`config.mk`:
```
export PLATFORM = sky130hd
export DESIGN_NAME = gtg_front_flat
export DESIGN_NICKNAME = d
export VERILOG_FILES = /design/src/design/gtg_pkg.sv /design/src/design/gtg_if.sv /design/src/design/gtg_front.sv /design/src/flat_wrapper.sv
export SDC_FILE = /design/constraint.sdc
export NUM_CORES = 2
export LEC_CHECK = 0
export BUFFER_PORTS_ARGS = -buffer_cell sky130_fd_sc_hd__buf_2
export CELL_PAD_IN_SITES_DETAIL_PLACEMENT = 0
export CELL_PAD_IN_SITES_GLOBAL_PLACEMENT = 1
export CORE_ASPECT_RATIO = 1.2
export CORE_MARGIN = 2
export CORE_UTILIZATION = 53
export DETAILED_ROUTE_END_ITERATION = 10
export PLACE_DENSITY = 0.95
export RECOVER_POWER = 25
export SYNTH_ARGS = -nofsm -noshare
export SYNTH_HDL_FRONTEND = slang
export SYNTH_SLANG_ARGS = --single-unit
```
`constraint.sdc`:
```
create_clock -name clk -period 12.9 [get_ports clk]
set_input_delay 2.58 -clock clk [delete_from_list [all_inputs] [get_ports clk]]
set_output_delay 2.58 -clock clk [all_outputs]
set_load 0.005 [all_outputs]
```
`src/design/gtg_pkg.sv`:
```
`timescale 1ns / 1ps
// Package for the go-to-goal controller: widths, payload structs, CORDIC angle table.
// No dependencies; imported by every other design file.
package gtg_pkg;

	localparam int POS_W    = 16;
	localparam int HEAD_W   = 15;
	localparam int CFG_W    = 16;
	localparam int ANG_W    = 15;
	localparam int SPD_W    = 16;
	localparam int TURN_W   = 15;
	localparam int D_W      = POS_W + 1;
	localparam int SQ_W     = 2 * D_W;
	localparam int ROOT_W   = D_W;
	localparam int XY_W     = 28;
	localparam int Z_W      = 20;
	localparam int BRG_W    = 16;
	localparam int ERR_W    = BRG_W + 1;
	localparam int PROD_W   = CFG_W + ROOT_W;
	localparam int REG_IDX_W = 3;

	localparam int CORDIC_STAGES = 16;
	localparam int SQRT_STEPS    = ROOT_W;
	localparam int CELLS = (CORDIC_STAGES > SQRT_STEPS) ? CORDIC_STAGES : SQRT_STEPS;
	localparam int SH_W  = $clog2(CELLS);

	localparam logic signed [Z_W-1:0] HALF_PI_Q16 = Z_W'(102944);

	localparam logic [CFG_W-1:0] TARGET_X_RST  = CFG_W'(256);
	localparam logic [CFG_W-1:0] TARGET_Y_RST  = CFG_W'(256);
	localparam logic [CFG_W-1:0] GAIN_RST      = CFG_W'(256);
	localparam logic [CFG_W-1:0] MAX_SPEED_RST = CFG_W'(768);
	localparam logic [CFG_W-1:0] DIST_TOL_RST  = CFG_W'(26);
	localparam logic [ANG_W-1:0] ANG_TOL_RST   = ANG_W'(410);

	typedef enum logic [REG_IDX_W-1:0] {
		REG_TARGET_X  = 3'd0,
		REG_TARGET_Y  = 3'd1,
		REG_GAIN      = 3'd2,
		REG_MAX_SPEED = 3'd3,
		REG_DIST_TOL  = 3'd4,
		REG_ANG_TOL   = 3'd5
	} gtg_reg_t;

	typedef struct packed {
		logic signed [CFG_W-1:0] target_x;
		logic signed [CFG_W-1:0] target_y;
		logic [CFG_W-1:0]        speed_gain;
		logic [CFG_W-1:0]        max_speed;
		logic [CFG_W-1:0]        dist_tol;
		logic [ANG_W-1:0]        ang_tol;
	} gtg_cfg_t;

	// data handed from cell to cell: isqrt remainder/root and CORDIC vector
	typedef struct packed {
		logic [SQ_W-1:0]          rem;
		logic [SQ_W-1:0]          root;
		logic signed [XY_W-1:0]   x;
		logic signed [XY_W-1:0]   y;
		logic signed [Z_W-1:0]    z;
		logic signed [HEAD_W-1:0] head;
	} gtg_cell_t;

	// per-cell constants
	typedef struct packed {
		logic                  sqrt_on;
		logic                  cordic_on;
		logic [SH_W-1:0]       shift;
		logic signed [Z_W-1:0] atan;
		logic [SQ_W-1:0]       sq_bit;
	} gtg_step_t;

	function automatic logic signed [Z_W-1:0] atan_q16(input int i);
		logic signed [Z_W-1:0] a;
		case (i)
			0:  a = Z_W'(51472);
			1:  a = Z_W'(30386);
			2:  a = Z_W'(16055);
			3:  a = Z_W'(8150);
			4:  a = Z_W'(4091);
			5:  a = Z_W'(2047);
			6:  a = Z_W'(1024);
			7:  a = Z_W'(512);
			8:  a = Z_W'(256);
			9:  a = Z_W'(128);
			10: a = Z_W'(64);
			11: a = Z_W'(32);
			12: a = Z_W'(16);
			13: a = Z_W'(8);
			14: a = Z_W'(4);
			15: a = Z_W'(2);
			16: a = Z_W'(1);
			default: a = '0;
		endcase
		return a;
	endfunction

	function automatic gtg_step_t cell_step(input int i);
		gtg_step_t s;
		s.sqrt_on   = (i < SQRT_STEPS);
		s.cordic_on = (i < CORDIC_STAGES);
		s.shift     = SH_W'(i);
		s.atan      = atan_q16(i);
		s.sq_bit    = (i < SQRT_STEPS) ? (SQ_W'(1) << (2 * (SQRT_STEPS - 1 - i))) : '0;
		return s;
	endfunction

endpackage

```
`src/design/gtg_if.sv`:
```
`timescale 1ns / 1ps
// Valid/ready channel interfaces: pose beats in, command beats out.
// Depends on gtg_pkg for field widths.
interface gtg_pose_if;
	logic                                   valid;
	logic                                   ready;
	logic signed [gtg_pkg::POS_W-1:0]       pos_x;
	logic signed [gtg_pkg::POS_W-1:0]       pos_y;
	logic signed [gtg_pkg::HEAD_W-1:0]      heading;

	modport source (output valid, output pos_x, output pos_y, output heading, input ready);
	modport sink   (input valid, input pos_x, input pos_y, input heading, output ready);
endinterface


```
`src/design/gtg_front.sv`:
```
`timescale 1ns / 1ps
// Front end: offset to target, squares and half-plane pre-rotation, sum of squares.
// Depends on gtg_pkg and gtg_if; feeds the first cell.
module gtg_front (
	input  logic               clk,
	input  logic               arst_n,
	input  gtg_pkg::gtg_cfg_t  cfg,
	gtg_pose_if.sink           pose,
	output logic               out_valid,
	input  logic               out_ready,
	output gtg_pkg::gtg_cell_t out_data
);
	import gtg_pkg::*;

	logic v_s1, v_s2, v_s3;
	logic r_s1, r_s2, r_s3;

	logic signed [D_W-1:0]    dx_s1, dy_s1;
	logic signed [HEAD_W-1:0] head_s1, head_s2;

	logic signed [SQ_W-1:0]   sqx, sqy;
	logic signed [XY_W-1:0]   x0, y0, xr, yr;
	logic signed [Z_W-1:0]    zr;
	logic [SQ_W-1:0]          sqx_s2, sqy_s2;
	logic signed [XY_W-1:0]   x_s2, y_s2;
	logic signed [Z_W-1:0]    z_s2;

	gtg_cell_t data_s3;

	assign r_s3       = !v_s3 || out_ready;
	assign r_s2       = !v_s2 || r_s3;
	assign r_s1       = !v_s1 || r_s2;
	assign pose.ready = r_s1;
	assign out_valid  = v_s3;
	assign out_data   = data_s3;

	always_comb begin
		sqx = dx_s1 * dx_s1;
		sqy = dy_s1 * dy_s1;
		x0  = {{(XY_W-D_W-8){dx_s1[D_W-1]}}, dx_s1, 8'b0};
		y0  = {{(XY_W-D_W-8){dy_s1[D_W-1]}}, dy_s1, 8'b0};
		xr  = x0;
		yr  = y0;
		zr  = '0;
		if (x0[XY_W-1]) begin
			if (!y0[XY_W-1]) begin
				xr = y0;
				yr = -x0;
				zr = HALF_PI_Q16;
			end else begin
				xr = -y0;
				yr = x0;
				zr = -HALF_PI_Q16;
			end
		end
	end

	always_ff @(posedge clk or negedge arst_n) begin
		if (!arst_n) begin
			v_s1 <= 1'b0;
			v_s2 <= 1'b0;
			v_s3 <= 1'b0;
		end else begin
			if (r_s1) v_s1 <= pose.valid;
			if (r_s2) v_s2 <= v_s1;
			if (r_s3) v_s3 <= v_s2;
		end
	end

	always_ff @(posedge clk) begin
		if (pose.valid && r_s1) begin
			dx_s1   <= {cfg.target_x[CFG_W-1], cfg.target_x} - {pose.pos_x[POS_W-1], pose.pos_x};
			dy_s1   <= {cfg.target_y[CFG_W-1], cfg.target_y} - {pose.pos_y[POS_W-1], pose.pos_y};
			head_s1 <= pose.heading;
		end
		if (v_s1 && r_s2) begin
			sqx_s2  <= sqx;
			sqy_s2  <= sqy;
			x_s2    <= xr;
			y_s2    <= yr;
			z_s2    <= zr;
			head_s2 <= head_s1;
		end
		if (v_s2 && r_s3) begin
			data_s3.rem  <= sqx_s2 + sqy_s2;
			data_s3.root <= '0;
			data_s3.x    <= x_s2;
			data_s3.y    <= y_s2;
			data_s3.z    <= z_s2;
			data_s3.head <= head_s2;
		end
	end

endmodule

```
`src/flat_wrapper.sv`:
```
// flat-port wrapper written by rule: the top's interface ports become plain ports
module gtg_front_flat import gtg_pkg::*;
  (clk, arst_n, cfg, out_valid, out_ready, out_data, pose_valid, pose_pos_x, pose_pos_y, pose_heading, pose_ready);
  gtg_pose_if pose_i ();
  input  logic clk;
  input  logic arst_n;
  input  gtg_pkg::gtg_cfg_t cfg;
  output logic out_valid;
  input  logic out_ready;
  output gtg_pkg::gtg_cell_t out_data;
  input wire logic [$bits(pose_i.valid)-1:0] pose_valid;
  input wire logic [$bits(pose_i.pos_x)-1:0] pose_pos_x;
  input wire logic [$bits(pose_i.pos_y)-1:0] pose_pos_y;
  input wire logic [$bits(pose_i.heading)-1:0] pose_heading;
  output wire logic [$bits(pose_i.ready)-1:0] pose_ready;
  assign pose_i.valid = pose_valid;
  assign pose_i.pos_x = pose_pos_x;
  assign pose_i.pos_y = pose_pos_y;
  assign pose_i.heading = pose_heading;
  assign pose_ready = pose_i.ready;
  gtg_front u_core (.clk(clk), .arst_n(arst_n), .cfg(cfg), .pose(pose_i), .out_valid(out_valid), .out_ready(out_ready), .out_data(out_data));
endmodule
```
==> flow_summary_export.csv <==
group,metric,value,unit
clock_network,htree_levels,1,
timing,finalCriticalPeriod,9.522,ns
clock_network,cts_buffers,29,
grt,grt-ovfl-total,0,
finish,fin_nets,4127,
floorplan,ioPinCount,307,
timing,final_max_slew_viol_count,96,
timing,fin_crit_sh,0.7382,
yosys,synth_area_leaders,"fa_1 33%, edfxtp_1 25%, ha_1 9.8%",
yosys,avgSynthCellArea,10.54,µm²
yosys,syn_inst,3041,
timing,fmax,105.0,MHz
worst_setup_path,endpoint_kind,"register",
timing,setup_viol,0,
drt,drc,0,
yosys,synth_edf_count,265,
clock_network,clockRootBuffer,"clkbuf_16",
finish,area_growth,7.795,%
worst_hold_path,worstHoldStart,"u_core.y_s2[8]",
finish,drive_gt1_frac,0.09173,
floorplan,core.rowCount,98,
place,dp_hpwl,53410,µm
drt,drtPass1Iterations,5,
timing,fin_skew,0.02879,ns
finish,multi_input_area,0.02074,mm²
timing,finalSetupTns,0,ns
yosys,ys_types,75,
run,maxCapViolCount,2,
finish,post-route-util,0.5786,
yosys,synth_ff_type,"edfxtp_1",
finish,regArea,0.008033,mm²
clock_network,path_clk_slew,0.06,ns
finish,layout_common_cells,"709 x inv_1, 535 x fa_1, 265 x edfxtp_1",
clock_network,ctsHoldBuffers,0,
yosys,yosysTopAreaCell,"fa_1",
timing,hold_viol_final,0,
timing,tightest_slew,3.454,ns
worst_setup_path,worst-path-max-fanout,68,
finish,fillers,5060,
floorplan,die_width,228.5,µm
drt,vias,21080,
yosys,synth.top_cell.area_share,0.3341,
clock_network,clockBufferDepth,3,
worst_setup_path,arrival,9.85,ns
clock_network,tritoncts,"done",
run_status,status,"finished, violations left",
grt,antenna_found_initial,1,
drt,wl,68980,µm
clock_network,cts_resized,0,
yosys,async_reset_ff_frac,0.01119,
worst_setup_path,critPathKind,"register to register",
drt,antenna_left,0,
timing,rsz0062_at_grt,"false",
place,globalplace.congestion,0.8498,
worst_setup_path,cp-start-kind,"register",
grt,grt_usage,0.2292,
worst_setup_path,worst_ep_required_time,13.23,ns
timing,hold_slack,0.4127,ns
place,port_buffers,188,
yosys,yosys_register_bits,268,
finish,final_common_cell,"inv_1",
drt,drtIter0Drc,1317,
grt,first_global_vias,22450,
floorplan,die_h,273.4,µm
floorplan,initial_core_util,0.5368,
drt,routedWlPerCell,17.18,µm
grt,grt_start_max_net_pins,72,
finish,stdcell_count,4016,
floorplan,die_area,0.06247,mm²
yosys,synth.yosys.seq_area_share,0.2506,
drt,vias_per_cell,5.250,
worst_setup_path,crit_start,"u_core.dy_s1[16]",
finish,antenna_cells,0,
floorplan,fp.coreArea,0.05971,mm²
yosys,synth-warning-count,0,
grt,grt_pass1_wl,112800,µm
yosys,synth_area,0.03205,mm²
timing,relSlewSlack,-1.302,
clock_network,worst_skew_pair.late_latency,0.59,ns
clock_network,cts_sinks,268,
run_status,violations,"capacitance limit, slew limit",
worst_hold_path,hold_path.class,"register to register",
place,placed_cells,3963,
clock_network,post_cts_buffers,0,
worst_setup_path,r2r-start,"u_core.dy_s1[16]",
==> cells in the mapped netlist (all sizes together), types with 3 or more instances <==
master,count
nand2,199
o311ai,5
and3,7
nor3,34
o41ai,3
nand3,20
or3,11
and2,104
or2,9
a31o,11
o21ai,69
o31ai,5
o21a,16
ha,252
dfrtp,3
fa,535
inv,710
nor2,145
xnor2,132
edfxtp,265
a31oi,10
nand2b,27
xor2,31
o211ai,4
a21boi,8
nand4,5
clkbuf,76
clkinv,5
a41oi,5
a21oi,103
nor2b,50
a41o,4
a21o,37
buf,73
a211oi,11
mux2i,9
o21bai,13
==> per-stage QoR <==
stage	worst slack, ns	cell area [µm²]
floorplan	6.272	32270
global placement	5.377	33600
CTS	5.241	34570
detailed placement	5.239	33600
finish	3.378	34550
global route	2.955	34550
==> flip-flops by register name (all words and copies together) (netlist names) <==
signal	cells
u_core.sqx_s2	33
u_core.dx_s1	17
u_core.dy_s1	17
u_core.v_s1	1
u_core.out_valid	1
u_core.y_s2	20
u_core.head_s1	15
u_core.z_s2	3
u_core.v_s2	1
u_core.sqy_s2	33
u_core.out_data	92
u_core.head_s2	15
u_core.x_s2	20
==> path summary, 6_finish.rpt <==
| kind | endpoint | slack, ns | cells past startpoint |
|---|---|---|---|
| min | u_core.out_data[43] | 0.41 | 0 |
| min in group asynchronous | u_core.v_s2 | 1.81 | 1 |
| max | u_core.sqy_s2[33] | 3.38 | 23 |
| max in group asynchronous | u_core.out_valid | 10.93 | 1 |
| min reg2reg | u_core.out_data[43] | 0.41 | 0 |
| max reg2reg | u_core.sqy_s2[33] | 3.38 | 23 |
==> logic make-up (layout without fill, tap and decap cells) <==
family | Yosys count | count (layout) | synth area share
fa+ha+maj | 787 | 787 | 0.4325
buf+inv | 864 | 982 | 0.1091
xor+xnor | 163 | 163 | 0.04454
mux | 11 | 11 | 0.003513
flops | 268 | 268 | 0.2506
compound gates | 326 | 326 | 0.06655
other cells | 1 | 58 | 0.0001170
simple gates | 621 | 621 | 0.09313
==> critical path: stages (launching register included) <==
cell and delay [ns]:
edfxtp_1 0.31, clkbuf_1 2.42, and2_1 0.46, fa_1 0.45, inv_1 0.09, fa_1 0.41
fa_1 0.53, inv_1 0.06, fa_1 0.50, fa_1 0.49, inv_1 0.05, fa_1 0.47
inv_1 0.04, ha_1 0.33, a21o_1 0.20, a22o_1 0.22, o21ai_0 0.43, nor2b_1 0.23
o21ai_0 0.09, a21oi_1 0.55, o311ai_0 0.33, a31o_2 0.30, a21oi_1 0.21, xnor2_1 0.08
==> metal layers <==
| metal | up-vias | share of wire | GRT usage |
|---|---|---|---|
| met3 | 140 | 0.057 | 0.02771 |
| met5 | - | 0 | 0 |
| li1 | 9670 | - | - |
| met2 | 621 | 0.52 | 0.4164 |
| met4 | 0 | 0.038 | 0.08497 |
| met1 | 10650 | 0.38 | 0.2805 |
==> cell type report <==
cell class | instances | area share
clock inverters | 24 | 0.007025
repair buffers | 214 | 0.03252
clock buffers | 29 | 0.02100
well taps | 800 | 0.02897
flip-flops and latches | 268 | 0.2325
multi-input cells | 1966 | 0.6003
inverters | 715 | 0.07767
Power is not shown: default switching activity piles up to over one toggle a cycle in this logic, so the estimate is an artifact.
