==> config.mk <==
export PLATFORM = sky130hd
export DESIGN_NAME = gtg_cell
export DESIGN_NICKNAME = d
export VERILOG_FILES = /design/src/design/gtg_pkg.sv /design/src/design/gtg_cell.sv
export SDC_FILE = /design/constraint.sdc
export NUM_CORES = 1
export LEC_CHECK = 0
export BUFFER_PORTS_ARGS = -buffer_cell sky130_fd_sc_hd__buf_4
export CAP_MARGIN = 30
export CORE_MARGIN = 4
export CORE_UTILIZATION = 40
export DETAILED_ROUTE_END_ITERATION = 8
export GPL_TIMING_DRIVEN = 1
export PLACE_DENSITY = 0.73
export SYNTH_ARGS = -nofsm -noshare
export SYNTH_HDL_FRONTEND = slang
export SYNTH_SLANG_ARGS = --single-unit
==> constraint.sdc <==
create_clock -name clk -period 6.8 [get_ports clk]
set_input_delay 0.34 -clock clk [delete_from_list [all_inputs] [get_ports clk]]
set_output_delay 0.34 -clock clk [all_outputs]
set_load 0.1 [all_outputs]
==> src/design/gtg_pkg.sv <==
`timescale 1ns / 1ps
// Package for the go-to-goal controller: widths, payload structs, CORDIC angle table.
// No dependencies; imported by every other design file.
package gtg_pkg;

	localparam int POS_W    = 16;
	localparam int HEAD_W   = 15;
	localparam int CFG_W    = 16;
	localparam int ANG_W    = 15;
	localparam int SPD_W    = 16;
	localparam int TURN_W   = 15;
	localparam int D_W      = POS_W + 1;
	localparam int SQ_W     = 2 * D_W;
	localparam int ROOT_W   = D_W;
	localparam int XY_W     = 28;
	localparam int Z_W      = 20;
	localparam int BRG_W    = 16;
	localparam int ERR_W    = BRG_W + 1;
	localparam int PROD_W   = CFG_W + ROOT_W;
	localparam int REG_IDX_W = 3;

	localparam int CORDIC_STAGES = 16;
	localparam int SQRT_STEPS    = ROOT_W;
	localparam int CELLS = (CORDIC_STAGES > SQRT_STEPS) ? CORDIC_STAGES : SQRT_STEPS;
	localparam int SH_W  = $clog2(CELLS);

	localparam logic signed [Z_W-1:0] HALF_PI_Q16 = Z_W'(102944);

	localparam logic [CFG_W-1:0] TARGET_X_RST  = CFG_W'(256);
	localparam logic [CFG_W-1:0] TARGET_Y_RST  = CFG_W'(256);
	localparam logic [CFG_W-1:0] GAIN_RST      = CFG_W'(256);
	localparam logic [CFG_W-1:0] MAX_SPEED_RST = CFG_W'(768);
	localparam logic [CFG_W-1:0] DIST_TOL_RST  = CFG_W'(26);
	localparam logic [ANG_W-1:0] ANG_TOL_RST   = ANG_W'(410);

	typedef enum logic [REG_IDX_W-1:0] {
		REG_TARGET_X  = 3'd0,
		REG_TARGET_Y  = 3'd1,
		REG_GAIN      = 3'd2,
		REG_MAX_SPEED = 3'd3,
		REG_DIST_TOL  = 3'd4,
		REG_ANG_TOL   = 3'd5
	} gtg_reg_t;

	typedef struct packed {
		logic signed [CFG_W-1:0] target_x;
		logic signed [CFG_W-1:0] target_y;
		logic [CFG_W-1:0]        speed_gain;
		logic [CFG_W-1:0]        max_speed;
		logic [CFG_W-1:0]        dist_tol;
		logic [ANG_W-1:0]        ang_tol;
	} gtg_cfg_t;

	// data handed from cell to cell: isqrt remainder/root and CORDIC vector
	typedef struct packed {
		logic [SQ_W-1:0]          rem;
		logic [SQ_W-1:0]          root;
		logic signed [XY_W-1:0]   x;
		logic signed [XY_W-1:0]   y;
		logic signed [Z_W-1:0]    z;
		logic signed [HEAD_W-1:0] head;
	} gtg_cell_t;

	// per-cell constants
	typedef struct packed {
		logic                  sqrt_on;
		logic                  cordic_on;
		logic [SH_W-1:0]       shift;
		logic signed [Z_W-1:0] atan;
		logic [SQ_W-1:0]       sq_bit;
	} gtg_step_t;

	function automatic logic signed [Z_W-1:0] atan_q16(input int i);
		logic signed [Z_W-1:0] a;
		case (i)
			0:  a = Z_W'(51472);
			1:  a = Z_W'(30386);
			2:  a = Z_W'(16055);
			3:  a = Z_W'(8150);
			4:  a = Z_W'(4091);
			5:  a = Z_W'(2047);
			6:  a = Z_W'(1024);
			7:  a = Z_W'(512);
			8:  a = Z_W'(256);
			9:  a = Z_W'(128);
			10: a = Z_W'(64);
			11: a = Z_W'(32);
			12: a = Z_W'(16);
			13: a = Z_W'(8);
			14: a = Z_W'(4);
			15: a = Z_W'(2);
			16: a = Z_W'(1);
			default: a = '0;
		endcase
		return a;
	endfunction

	function automatic gtg_step_t cell_step(input int i);
		gtg_step_t s;
		s.sqrt_on   = (i < SQRT_STEPS);
		s.cordic_on = (i < CORDIC_STAGES);
		s.shift     = SH_W'(i);
		s.atan      = atan_q16(i);
		s.sq_bit    = (i < SQRT_STEPS) ? (SQ_W'(1) << (2 * (SQRT_STEPS - 1 - i))) : '0;
		return s;
	endfunction

endpackage

==> src/design/gtg_cell.sv <==
`timescale 1ns / 1ps
// One cell of the chain: one restoring isqrt step and one CORDIC vectoring step, each enabled by its step flag.
// Depends on gtg_pkg.
module gtg_cell (
	input  logic               clk,
	input  logic               arst_n,
	input  gtg_pkg::gtg_step_t step,
	input  logic               in_valid,
	output logic               in_ready,
	input  gtg_pkg::gtg_cell_t in_data,
	output logic               out_valid,
	input  logic               out_ready,
	output gtg_pkg::gtg_cell_t out_data
);
	import gtg_pkg::*;

	logic      valid_q;
	gtg_cell_t data_q;
	gtg_cell_t nxt;
	logic [SQ_W-1:0]        trial;
	logic signed [XY_W-1:0] xs;
	logic signed [XY_W-1:0] ys;

	assign in_ready  = !valid_q || out_ready;
	assign out_valid = valid_q;
	assign out_data  = data_q;

	always_comb begin
		nxt   = in_data;
		trial = in_data.root + step.sq_bit;
		xs    = in_data.x >>> step.shift;
		ys    = in_data.y >>> step.shift;
		if (step.sqrt_on) begin
			if (in_data.rem >= trial) begin
				nxt.rem  = in_data.rem - trial;
				nxt.root = (in_data.root >> 1) + step.sq_bit;
			end else begin
				nxt.root = in_data.root >> 1;
			end
		end
		if (step.cordic_on) begin
			if (!in_data.y[XY_W-1]) begin
				nxt.x = in_data.x + ys;
				nxt.y = in_data.y - xs;
				nxt.z = in_data.z + step.atan;
			end else begin
				nxt.x = in_data.x - ys;
				nxt.y = in_data.y + xs;
				nxt.z = in_data.z - step.atan;
			end
		end
	end

	always_ff @(posedge clk or negedge arst_n) begin
		if (!arst_n) begin
			valid_q <= 1'b0;
		end else if (in_ready) begin
			valid_q <= in_valid;
		end
	end

	always_ff @(posedge clk) begin
		if (in_valid && in_ready) begin
			data_q <= nxt;
		end
	end

endmodule

==> results.json, run 1 <==
{
  "max_stage_delay_ns": 0.52,
  "avgViaCountPerCell": 5.99,
  "dp_slack_ns": 0.427,
  "synth_area_leaders": "edfxtp_1 23%, ha_1 11%, mux4_2 6.7%",
  "yosys.area.top_type": "edfxtp_1",
  "ys_ff_latch": 160,
  "rows": 82,
  "synth_top_area_share_pct": 23.4,
  "leakage_nw": 10.5,
  "grt_busiest_layer": "met2",
  "cts_buffer_depth": 2,
  "met2_usage_pct": 41.0,
  "grt_use_met1_pct": 30.5,
  "holdBufCountCts": 16,
  "cp.arrival_ns": 6.22,
  "seq_power_share_pct": 22.9,
  "skew_ns": 0.0100,
  "pin_count": 385,
  "status": "finished clean",
  "antenna_found_initial": 3,
  "required_ns": 7.03,
  "post-route-period-util_pct": 88.0,
  "crit_chain": "buf_4, buf_4, mux2_1, mux4_2, mux2i_1, o21a_1, ha_1, inv_1, nor3_2, nor2_1, xor2_1, ha_1, and2_1, a31oi_1, a21oi_1, a2111oi_0, nor2_1, o41ai_1, buf_4, o31a_1, o2111ai_1, a21oi_1, xnor2_1, mux2_2",
  "syn_nets": 2680,
  "synth_edf_count": 159,
  "fin_ws_ns": 0.816,
  "place_congestion": 0.964,
  "relSlewSlack_pct": 43.6,
  "coreArea_sq_um": 50300,
  "crit_path_end_kind": "flip-flop",
  "synth.distinct_cells": 86,
  "gr-usage-all-layers_pct": 24.8,
  "rsz0062_at_grt": "no",
  "drc": 0,
  "synth_ff_type": "edfxtp_1",
  "async_flop_share_pct": 0.625,
  "layout-drive-gt1-share_pct": 25.0,
  "root_buffer": "clkbuf_16",
  "synthToLayoutAreaGrowth_pct": 21.3,
  "syn_avg_cell_area_sq_um": 8.97,
  "yosysSeqAreaShare_pct": 23.5,
  "cts_tree": "done",
  "first_iter_violations": 1746,
  "critPathLaunchType": "primary input",
  "numCtsBuffers": 17,
  "crit_buf_inv": 4,
  "pwr_density_cell_nw_per_um2": 226,
  "synth_common_cells": "228 x a21oi_1, 187 x nor2_1, 176 x ha_1",
  "finalHoldViolCount": 0,
  "ant_nets": 0,
  "critPathSlowestCell": "buf_4",
  "tightest_slew_ns": 0.846,
  "grt_pass1_wl_mm": 107,
  "pwr-share-clk_pct": 17.8,
  "min_period_ns": 5.98,
  "post_layout_nonfiller_instances": 3317,
  "wire_per_inst_um": 21.2,
  "chipHeight_um": 234,
  "synth_area_sq_um": 20400,
  "yosys_warnings": 0,
  "drv_slew": 0,
  "grt_util_met3_pct": 6.69,
  "dieArea_sq_um": 54600,
  "synth_most_common_cell": "a21oi_1",
  "cap_violations": 0,
  "die_x_um": 234,
  "start_util_pct": 40.6,
  "p_sw_share_pct": 47.3,
  "irDropWorstVdd_uv": 189,
  "cts_resized": 0,
  "fmax_mhz": 167,
  "grt_overflow": 0,
  "hp-class": "primary input to flip-flop",
  "cp_top_family": "compound AO/OA/AOI/OAI gates",
  "p_int_mw": 2.95,
  "placed_cells": 3266,
  "grt_pass1_vias": 19200,
  "wirelength_mm": 70.4,
  "fill_cells": 4742,
  "clk_pin_slew_ns": 0.07,
  "numPortBuffers": 384,
  "firstDrtPassIters": 5,
  "cp_max_fo": 45,
  "post_cts_buffers": 0,
  "setup_viol": 0,
  "clk_latency_ns": 0.48,
  "vias": 19900,
  "cts.sink_count": 160,
  "post-dp-hpwl_mm": 55.6,
  "p_switching_mw": 2.64,
  "critPathKind": "primary input to flip-flop",
  "path_common_cell": "buf_4",
  "htree_levels": 4,
  "hold_slack_ns": 0.0571,
  "final.setup.tns_ns": 0,
  "p_comb_share_pct": 59.4,
  "nets": 3035,
  "grt_max_degree": 71,
  "syn_inst": 2274
}
[final timing paths]
path	slack, ns	start	depth (start not counted)	end
setup / recovery	0.82	step[55]	24	out_data[61]
hold / removal	0.06	in_valid	2	out_valid
setup reg to reg	4.52	out_valid	3	out_data[131]
hold reg to reg	0.56	out_valid	2	out_valid
max in group asynchronous	6.57	arst_n	2	out_valid
min in group asynchronous	0.15	arst_n	2	out_valid
[per-stage QoR]
stage	cell area [sq um]	power [mW]	util (%)
after floorplan	20400	3.77	-
after detailed placement	24000	4.57	47.7
after CTS	24700	5.61	49.2
final	24700	5.59	49.2
after global routing	24700	5.92	49.2
after global placement	24000	4.52	47.6
[power by group through the flow]
stage                     combinational, mW  sequential [mW]  clock (mW)
final                                  3.32             1.28       0.993
after global routing                   3.56             1.29        1.08
after CTS                              3.30             1.28        1.03
after detailed placement               3.27             1.30           0
after global placement                 3.22             1.30           0
after floorplan                        1.73             2.04           0
[worst reg2reg max path, delay by kind of cell, from the launching register on]
kind / cells / cell delay, ns
AND/OR/NAND/NOR: 2 / 0.67
flip-flops: 1 / 0.38
buffers and inverters: 1 / 0.76
[state kept, by name, summed over array words and instances (netlist names)]
register	cells
out_valid	1
out_data	159
[per-layer routing]
metal  vias up  part of all wire (%)
li1       9311                     -
met1      9492                    40
met2       908                    47
met3       162                   9.4
met4         0                   4.1
met5         -                     0
[logic make-up (layout without fill, tap and decap cells)]
kind of cell               count (synthesis)  count (layout)  share of synthesized area, %
other                                      0               3                             0
DFF                                      160             160                          23.5
muxes                                    246             246                          16.5
adders and majority gates                182             182                          11.4
xor gates and xnor gates                 208             208                          8.94
AOI/OAI and AO/OA                        690             690                          21.4
buffers and inverters                    184             552                          3.91
and+or+nand+nor                          604             604                          14.3
[cell usage in the layout (no fill, tap or decap), types with 14 or more instances in the layout]
cell type,Yosys,routed
mux2_2,108,108
clkbuf_16,0,17
nand2b_1,29,29
edfxtp_1,159,159
dlygate4sd3_1,0,16
o21a_1,26,26
nand3_1,40,40
buf_4,3,426
mux2i_1,74,74
nor2b_1,22,22
xor2_1,70,70
nor2_1,187,187
o211ai_1,19,19
mux4_2,61,61
and3_1,24,24
a211oi_1,20,20
nand4_1,15,15
a31oi_1,28,28
inv_1,71,71
o21bai_1,26,26
a21o_1,81,81
nor3_1,35,35
nand2_1,162,161
and2_1,29,28
xnor2_1,138,138
ha_1,176,176
a21oi_1,228,228
o22ai_1,14,14
o21ai_0,138,138
[layout make-up]
cell class,instances,area [sq um],share of cell area [%]
sequential,160,4800,19.4
inverter,76,285,1.15
clock inverter,15,154,0.622
antenna,3,7.51,0.0304
timing repair buffer,444,3410,13.8
multi-input combinational,1930,14800,59.9
tap,672,841,3.40
clock buffer,17,425,1.72
(Power assumes the default switching activity.)
==> run 2, diff against run 1 <==
--- a/config.mk
+++ b/config.mk
@@ -7,6 +7,7 @@
 export LEC_CHECK = 0
 export BUFFER_PORTS_ARGS = -buffer_cell sky130_fd_sc_hd__buf_4
 export CAP_MARGIN = 30
+export CORE_ASPECT_RATIO = 0.8
 export CORE_MARGIN = 4
 export CORE_UTILIZATION = 40
 export DETAILED_ROUTE_END_ITERATION = 8
==> run 2 against run 1 <==
Against the previous run:
- fmax decreased by 2.5%
- clock-buffer cell count increased by 3
- power decreased by 0.66%
- highest routed layer unchanged
==> results.json, run 2 (synthesized netlist as in run 1, its figures left out) <==
{
  "cts_tree": "done",
  "firstDrtPassIters": 6,
  "pwr_density_cell_nw_per_um2": 225,
  "p_total_mw": 5.56,
  "required_ns": 7.03,
  "critPathLaunchType": "primary input",
  "cp_max_fo": 39,
  "reg2reg_depth": 3,
  "final.setup.tns_ns": 0,
  "setup_viol": 0,
  "fill_cells": 4741,
  "numCtsBuffers": 17,
  "largest_reg_flops": 159,
  "p_comb_share_pct": 60.0,
  "status": "finished clean",
  "chipHeight_um": 210,
  "grt_max_degree": 71,
  "cts.sink_count": 160,
  "grt_pass1_vias": 18900,
  "pin_count": 385,
  "drc": 0,
  "cap_violations": 0,
  "timing.rr.start": "out_valid",
  "synthToLayoutAreaGrowth_pct": 21.1,
  "crit_path_end_kind": "flip-flop",
  "p_switching_mw": 2.62,
  "avgViaCountPerCell": 5.99,
  "hold_depth": 2,
  "placed_cells": 3270,
  "p_sw_share_pct": 47.1,
  "layout_commonest_cell": "buf_4",
  "rsz0062_at_grt": "no",
  "root_buffer": "clkbuf_16",
  "post_cts_buffers": 0,
  "hp-class": "primary input to flip-flop",
  "grt_overflow": 0,
  "layout-drive-gt1-share_pct": 24.9,
  "tightest_slew_ns": 0.948,
  "leakage_nw": 10.5,
  "fmax_mhz": 163,
  "holdPathEnd": "out_valid",
  "antenna_found_initial": 4,
  "vias": 19900,
  "r2r-end": "out_data[29]",
  "coreArea_sq_um": 50100,
  "finalHoldViolCount": 0,
  "drv_slew": 0,
  "grt_pass1_wl_mm": 109,
  "final_util_pct": 49.3,
  "wire_per_inst_um": 21.6,
  "cp.arrival_ns": 6.37,
  "irDropWorstVdd_uv": 201,
  "clk_latency_ns": 0.49,
  "stdcell_area_sq_um": 24700,
  "mostFrequentLayoutCells": "427 x buf_4, 228 x a21oi_1, 187 x nor2_1",
  "r2r_slack_ns": 4.48,
  "relSlewSlack_pct": 36.8,
  "post-route-period-util_pct": 90.3,
  "post_layout_nonfiller_instances": 3321,
  "post-dp-hpwl_mm": 56.3,
  "p_int_mw": 2.94,
  "min_period_ns": 6.14,
  "htree_levels": 4,
  "skew_ns": 0.0105,
  "nets": 3036,
  "dieArea_sq_um": 54700,
  "clk_pin_slew_ns": 0.07,
  "numPortBuffers": 384,
  "place_congestion": 0.958,
  "first_iter_violations": 2125,
  "rows": 73,
  "wirelength_mm": 71.8,
  "critPathKind": "primary input to flip-flop",
  "seq_power_share_pct": 23.1,
  "hp-start": "in_valid",
  "ant_nets": 0,
  "gr-usage-all-layers_pct": 25.4,
  "cts_buffer_depth": 2,
  "start_util_pct": 40.7,
  "dpl_cell_area_sq_um": 24000,
  "die_x_um": 260,
  "pwr-share-clk_pct": 16.9
}
run 2: changes by cell type in the layout (fill, tap and decap cells not counted):
cell and delta:
diode_2 +1, clkinvlp_4 +4, clkinv_8 -1, inv_8 -3, clkinv_4 -3, clkinv_2 +2
clkbuf_1 +3, buf_4 +1, inv_6 -3
run 2: metal layers:
| metal | vias up | part of all wire, % | track usage (%) |
|---|---|---|---|
| met3 | 129 | 11 | 6.99 |
| met2 | 1052 | 43 | 38.8 |
| li1 | 9313 | - | - |
| met4 | 0 | 2.8 | 8.36 |
| met5 | - | 0 | 0 |
| met1 | 9395 | 43 | 34.8 |
run 2: worst max path at each step:
stage                   start           end  slack, ns  cells past startpoint
floorplan           out_valid   out_data[0]       0.86                      2
global placement     step[55]  out_data[90]       0.34                     24
detailed placement   step[55]  out_data[90]       0.31                     26
CTS                  step[55]  out_data[90]       0.82                     26
global route         step[55]  out_data[90]       0.23                     26
finish               step[55]  out_data[90]       0.66                     26
run 2: power groups by stage:
| stage | Sequential [mW] | Combinational [mW] | Clock (mW) |
|---|---|---|---|
| floorplan | 2.04 | 1.73 | 0 |
| global placement | 1.30 | 3.23 | 0 |
| detailed placement | 1.30 | 3.27 | 0 |
| CTS | 1.28 | 3.30 | 0.988 |
| global route | 1.29 | 3.57 | 1.02 |
| finish | 1.28 | 3.33 | 0.940 |
run 2: timing repair:
item,CTS,global route
endpoints found under the setup margin,0,0
hold buffers,16,0
resized for setup,0,0
endpoints found under the hold margin,16,0
run 2: stage by stage:
stage	hold slack (ns)	worst slack [ns]
2_1_floorplan	0.0444	0.857
3_3_place_gp	0.125	0.341
3_5_place_dp	0.124	0.313
4_1_cts	0.0143	0.822
5_1_grt	0.0581	0.228
6_report	0.0643	0.661
run 2: layout make-up:
type / instances / area, sq um / share of cell area (%)
Inverter: 76 / 285 / 1.16
Multi-Input combinational cell: 1930 / 14800 / 60.0
Tap cell: 675 / 845 / 3.42
Clock buffer: 20 / 437 / 1.77
Timing Repair Buffer: 445 / 3410 / 13.8
Antenna cell: 4 / 10.0 / 0.0405
Clock inverter: 11 / 91.3 / 0.370
Sequential cell: 160 / 4800 / 19.4
run 2: critical path: stages:
cell      delay, ns
buf_4          0.47
buf_4          0.39
mux4_2         0.55
mux2i_1        0.22
nor3_1         0.07
a211oi_1       0.35
ha_1           0.24
and2_1         0.14
nor2b_1        0.20
and2_1         0.24
and4_1         0.23
or3_1          0.12
a21o_1         0.10
nand2_1        0.05
ha_1           0.30
a21o_1         0.18
a21o_1         0.17
a21oi_1        0.19
o21ai_0        0.16
a22o_1         0.25
o311ai_0       0.61
o21ai_0        0.19
a21oi_1        0.21
xnor2_1        0.14
nand2_1        0.08
xnor2_1        0.15
==> run 3, diff against run 2 <==
--- a/config.mk
+++ b/config.mk
@@ -10,9 +10,10 @@
 export CORE_ASPECT_RATIO = 0.8
 export CORE_MARGIN = 4
 export CORE_UTILIZATION = 40
+export CTS_CLUSTER_DIAMETER = 100
 export DETAILED_ROUTE_END_ITERATION = 8
 export GPL_TIMING_DRIVEN = 1
-export PLACE_DENSITY = 0.73
+export PLACE_DENSITY = 0.75
 export SYNTH_ARGS = -nofsm -noshare
 export SYNTH_HDL_FRONTEND = slang
 export SYNTH_SLANG_ARGS = --single-unit
==> constraint.sdc (replaced) <==
create_clock -name clk -period 5.6 [get_ports clk]
set_input_delay 0.28 -clock clk [delete_from_list [all_inputs] [get_ports clk]]
set_output_delay 0.28 -clock clk [all_outputs]
set_load 0.1 [all_outputs]
==> run 3 against run 2 <==
Against the previous run:
- flip-flop and latch count is the same
- non-clock buffer count grew 260
- clock power grew 19%
- critical path depth shrank 3
- setup slack lost 0.40 ns
- combinational power grew 34%
- critical path type unchanged
- sequential share of layout area shrank 1.5 points
- worst hold slack gained 0.025 ns
- cell area grew 8.6%
==> results.json, run 3 (synthesized netlist as in run 1, its figures left out) <==
{
  "htree_levels": 4,
  "root_buffer": "clkbuf_16",
  "multi_input_area_sq_um": 14900,
  "worst-path-stages": 23,
  "fmax_mhz": 187,
  "critPathLaunchType": "primary input",
  "first_iter_violations": 2385,
  "layout_commonest_cell": "buf_4",
  "clk_latency_ns": 0.49,
  "min_period_ns": 5.34,
  "nets": 3296,
  "post-dp-hpwl_mm": 60.3,
  "cp_top_family": "simple AND/OR/NAND/NOR gates",
  "rsz0062_at_grt": "no",
  "crit_path_end_kind": "flip-flop",
  "avgViaCountPerCell": 5.89,
  "drc": 0,
  "vias": 21100,
  "die_x_um": 260,
  "pin_count": 385,
  "cap_violations": 0,
  "status": "finished clean",
  "cp-endpoint": "out_data[60]",
  "seqCellArea_sq_um": 4800,
  "firstDrtPassIters": 6,
  "rows": 73,
  "cp_max_fo": 15,
  "numCtsBuffers": 17,
  "post-route-period-util_pct": 95.4,
  "met2_length_mm": 33.5,
  "cts_buffer_depth": 2,
  "layout-drive-gt1-share_pct": 32.0,
  "dpl_cell_area_sq_um": 26000,
  "critPathKind": "primary input to flip-flop",
  "clk_pin_slew_ns": 0.07,
  "r2r_slack_ns": 3.40,
  "grt_pass1_vias": 20500,
  "place_congestion": 0.969,
  "p_total_mw": 7.14,
  "start_util_pct": 40.7,
  "cts_tree": "done",
  "crit_buf_inv": 4,
  "wirelength_mm": 75.0,
  "grt_pass1_wl_mm": 115,
  "grt_overflow": 0,
  "reg2reg_depth": 3,
  "path_common_cell": "o21ai_0",
  "hp-class": "primary input to flip-flop",
  "synthToLayoutAreaGrowth_pct": 31.5,
  "final.setup.tns_ns": 0,
  "wl_met3_mm": 7.75,
  "cts.sink_count": 160,
  "largest_reg_flops": 159,
  "numPortBuffers": 384,
  "stdcell_area_sq_um": 26800,
  "cp.arrival_ns": 5.58,
  "fill_cells": 4530,
  "finalHoldViolCount": 0,
  "crit_chain": "buf_6, buf_6, buf_4, mux4_2, mux2i_1, mux2_1, o21ai_0, nand2b_1, nor4bb_2, and3_1, nand2_1, or3_1, a31oi_1, o21ai_0, ha_1, buf_4, nand4_1, a211oi_1, o21ai_0, nor2_1, a211oi_1, xnor2_1, mux2_2",
  "mostFrequentLayoutCells": "674 x buf_4, 225 x a21oi_1, 187 x nor2_1",
  "setup_viol": 0,
  "crit_start": "step[55]",
  "coreArea_sq_um": 50100,
  "r2r-end": "out_data[141]",
  "ant_nets": 0,
  "leakage_nw": 11.8,
  "max_stage_delay_ns": 0.53,
  "drv_slew": 0,
  "wire_per_inst_um": 21.0,
  "timing.rr.start": "out_valid",
  "skew_ns": 0.0102,
  "dieArea_sq_um": 54700,
  "gr-usage-all-layers_pct": 26.7,
  "highest_layer": "met5",
  "pwr_density_cell_nw_per_um2": 266,
  "relSlewSlack_pct": 41.9,
  "tightest_slew_ns": 0.872,
  "required_ns": 5.84,
  "antenna_found_initial": 1,
  "chipHeight_um": 210,
  "drt-met1-wl_mm": 31.3,
  "critPathSlowestCell": "mux4_2",
  "irDropWorstVdd_uv": 255,
  "grt_max_degree": 102
}
run 3: cell types whose count changed in the layout (fill, tap and decap cells not counted), sizes merged:
| cell | previous run | this run |
|---|---|---|
| buf | 429 | 688 |
| bufinv | 1 | 0 |
| clkbuf | 20 | 18 |
| clkinv | 9 | 11 |
| clkinvlp | 4 | 2 |
| diode | 4 | 1 |
| dlygate4sd3 | 16 | 17 |
| inv | 73 | 76 |
run 3: how the worst min path moves through the flow:
stage	from	endpoint	slack, ns	cells after the start
4_1_cts	in_data[135]	out_data[135]	0.03	3
2_1_floorplan	arst_n	out_valid	-0.02	0
3_5_place_dp	arst_n	out_valid	0.06	1
6_report	in_data[135]	out_data[135]	0.09	3
5_1_grt	in_data[134]	out_data[134]	0.06	3
3_3_place_gp	arst_n	out_valid	0.06	1
run 3: metal layers:
layer,global-route usage (%),vias to the layer above
met5,0,-
met4,9.29,2
met3,7.06,171
met2,41.7,1067
met1,35.8,9981
li1,-,9841
run 3: per-stage QoR:
step / hold slack, ns / util (%) / instances / setup WS, ns
after floorplan: -0.0156 / - / 2274 / 0.0509
after global placement: 0.0564 / 52.0 / 3528 / -0.262
after detailed placement: 0.0572 / 52.0 / 3529 / -0.409
after CTS: 0.0330 / 53.4 / 3577 / 0.0996
after global routing: 0.0640 / 53.6 / 3577 / 0.0638
final: 0.0891 / 53.6 / 3578 / 0.258
run 3: final cells by class:
type	count	share of cell area, %
inverters	76	1.06
clock buffers	18	1.60
clock inverters	13	0.331
repair buffers	705	20.4
flip-flops and latches	160	17.9
diodes	1	0.00933
multi-input cells	1930	55.5
well taps	675	3.15
run 3: worst reg2reg max path, cell delays in order (launching register included):
cell and delay, ns:
dfrtp_1 0.39, nand2b_1 0.12, and2_4 0.67, buf_12 0.57
run 3: repair_timing:
action,4_1_cts,5_1_grt
buffers inserted,0,0
resized for setup,0,20
setup endpoints to repair,0,66
endpoints found under the hold margin,17,0
hold buffers,17,0
run 3: report_power, final:
| part | internal [mW] | leakage (nW) | switching, mW | total [mW] |
|---|---|---|---|---|
| clock | 0.563 | 0.250 | 0.558 | 1.12 |
| combinational | 1.77 | 10.0 | 2.69 | 4.46 |
| sequential | 1.51 | 1.52 | 0.0439 | 1.56 |
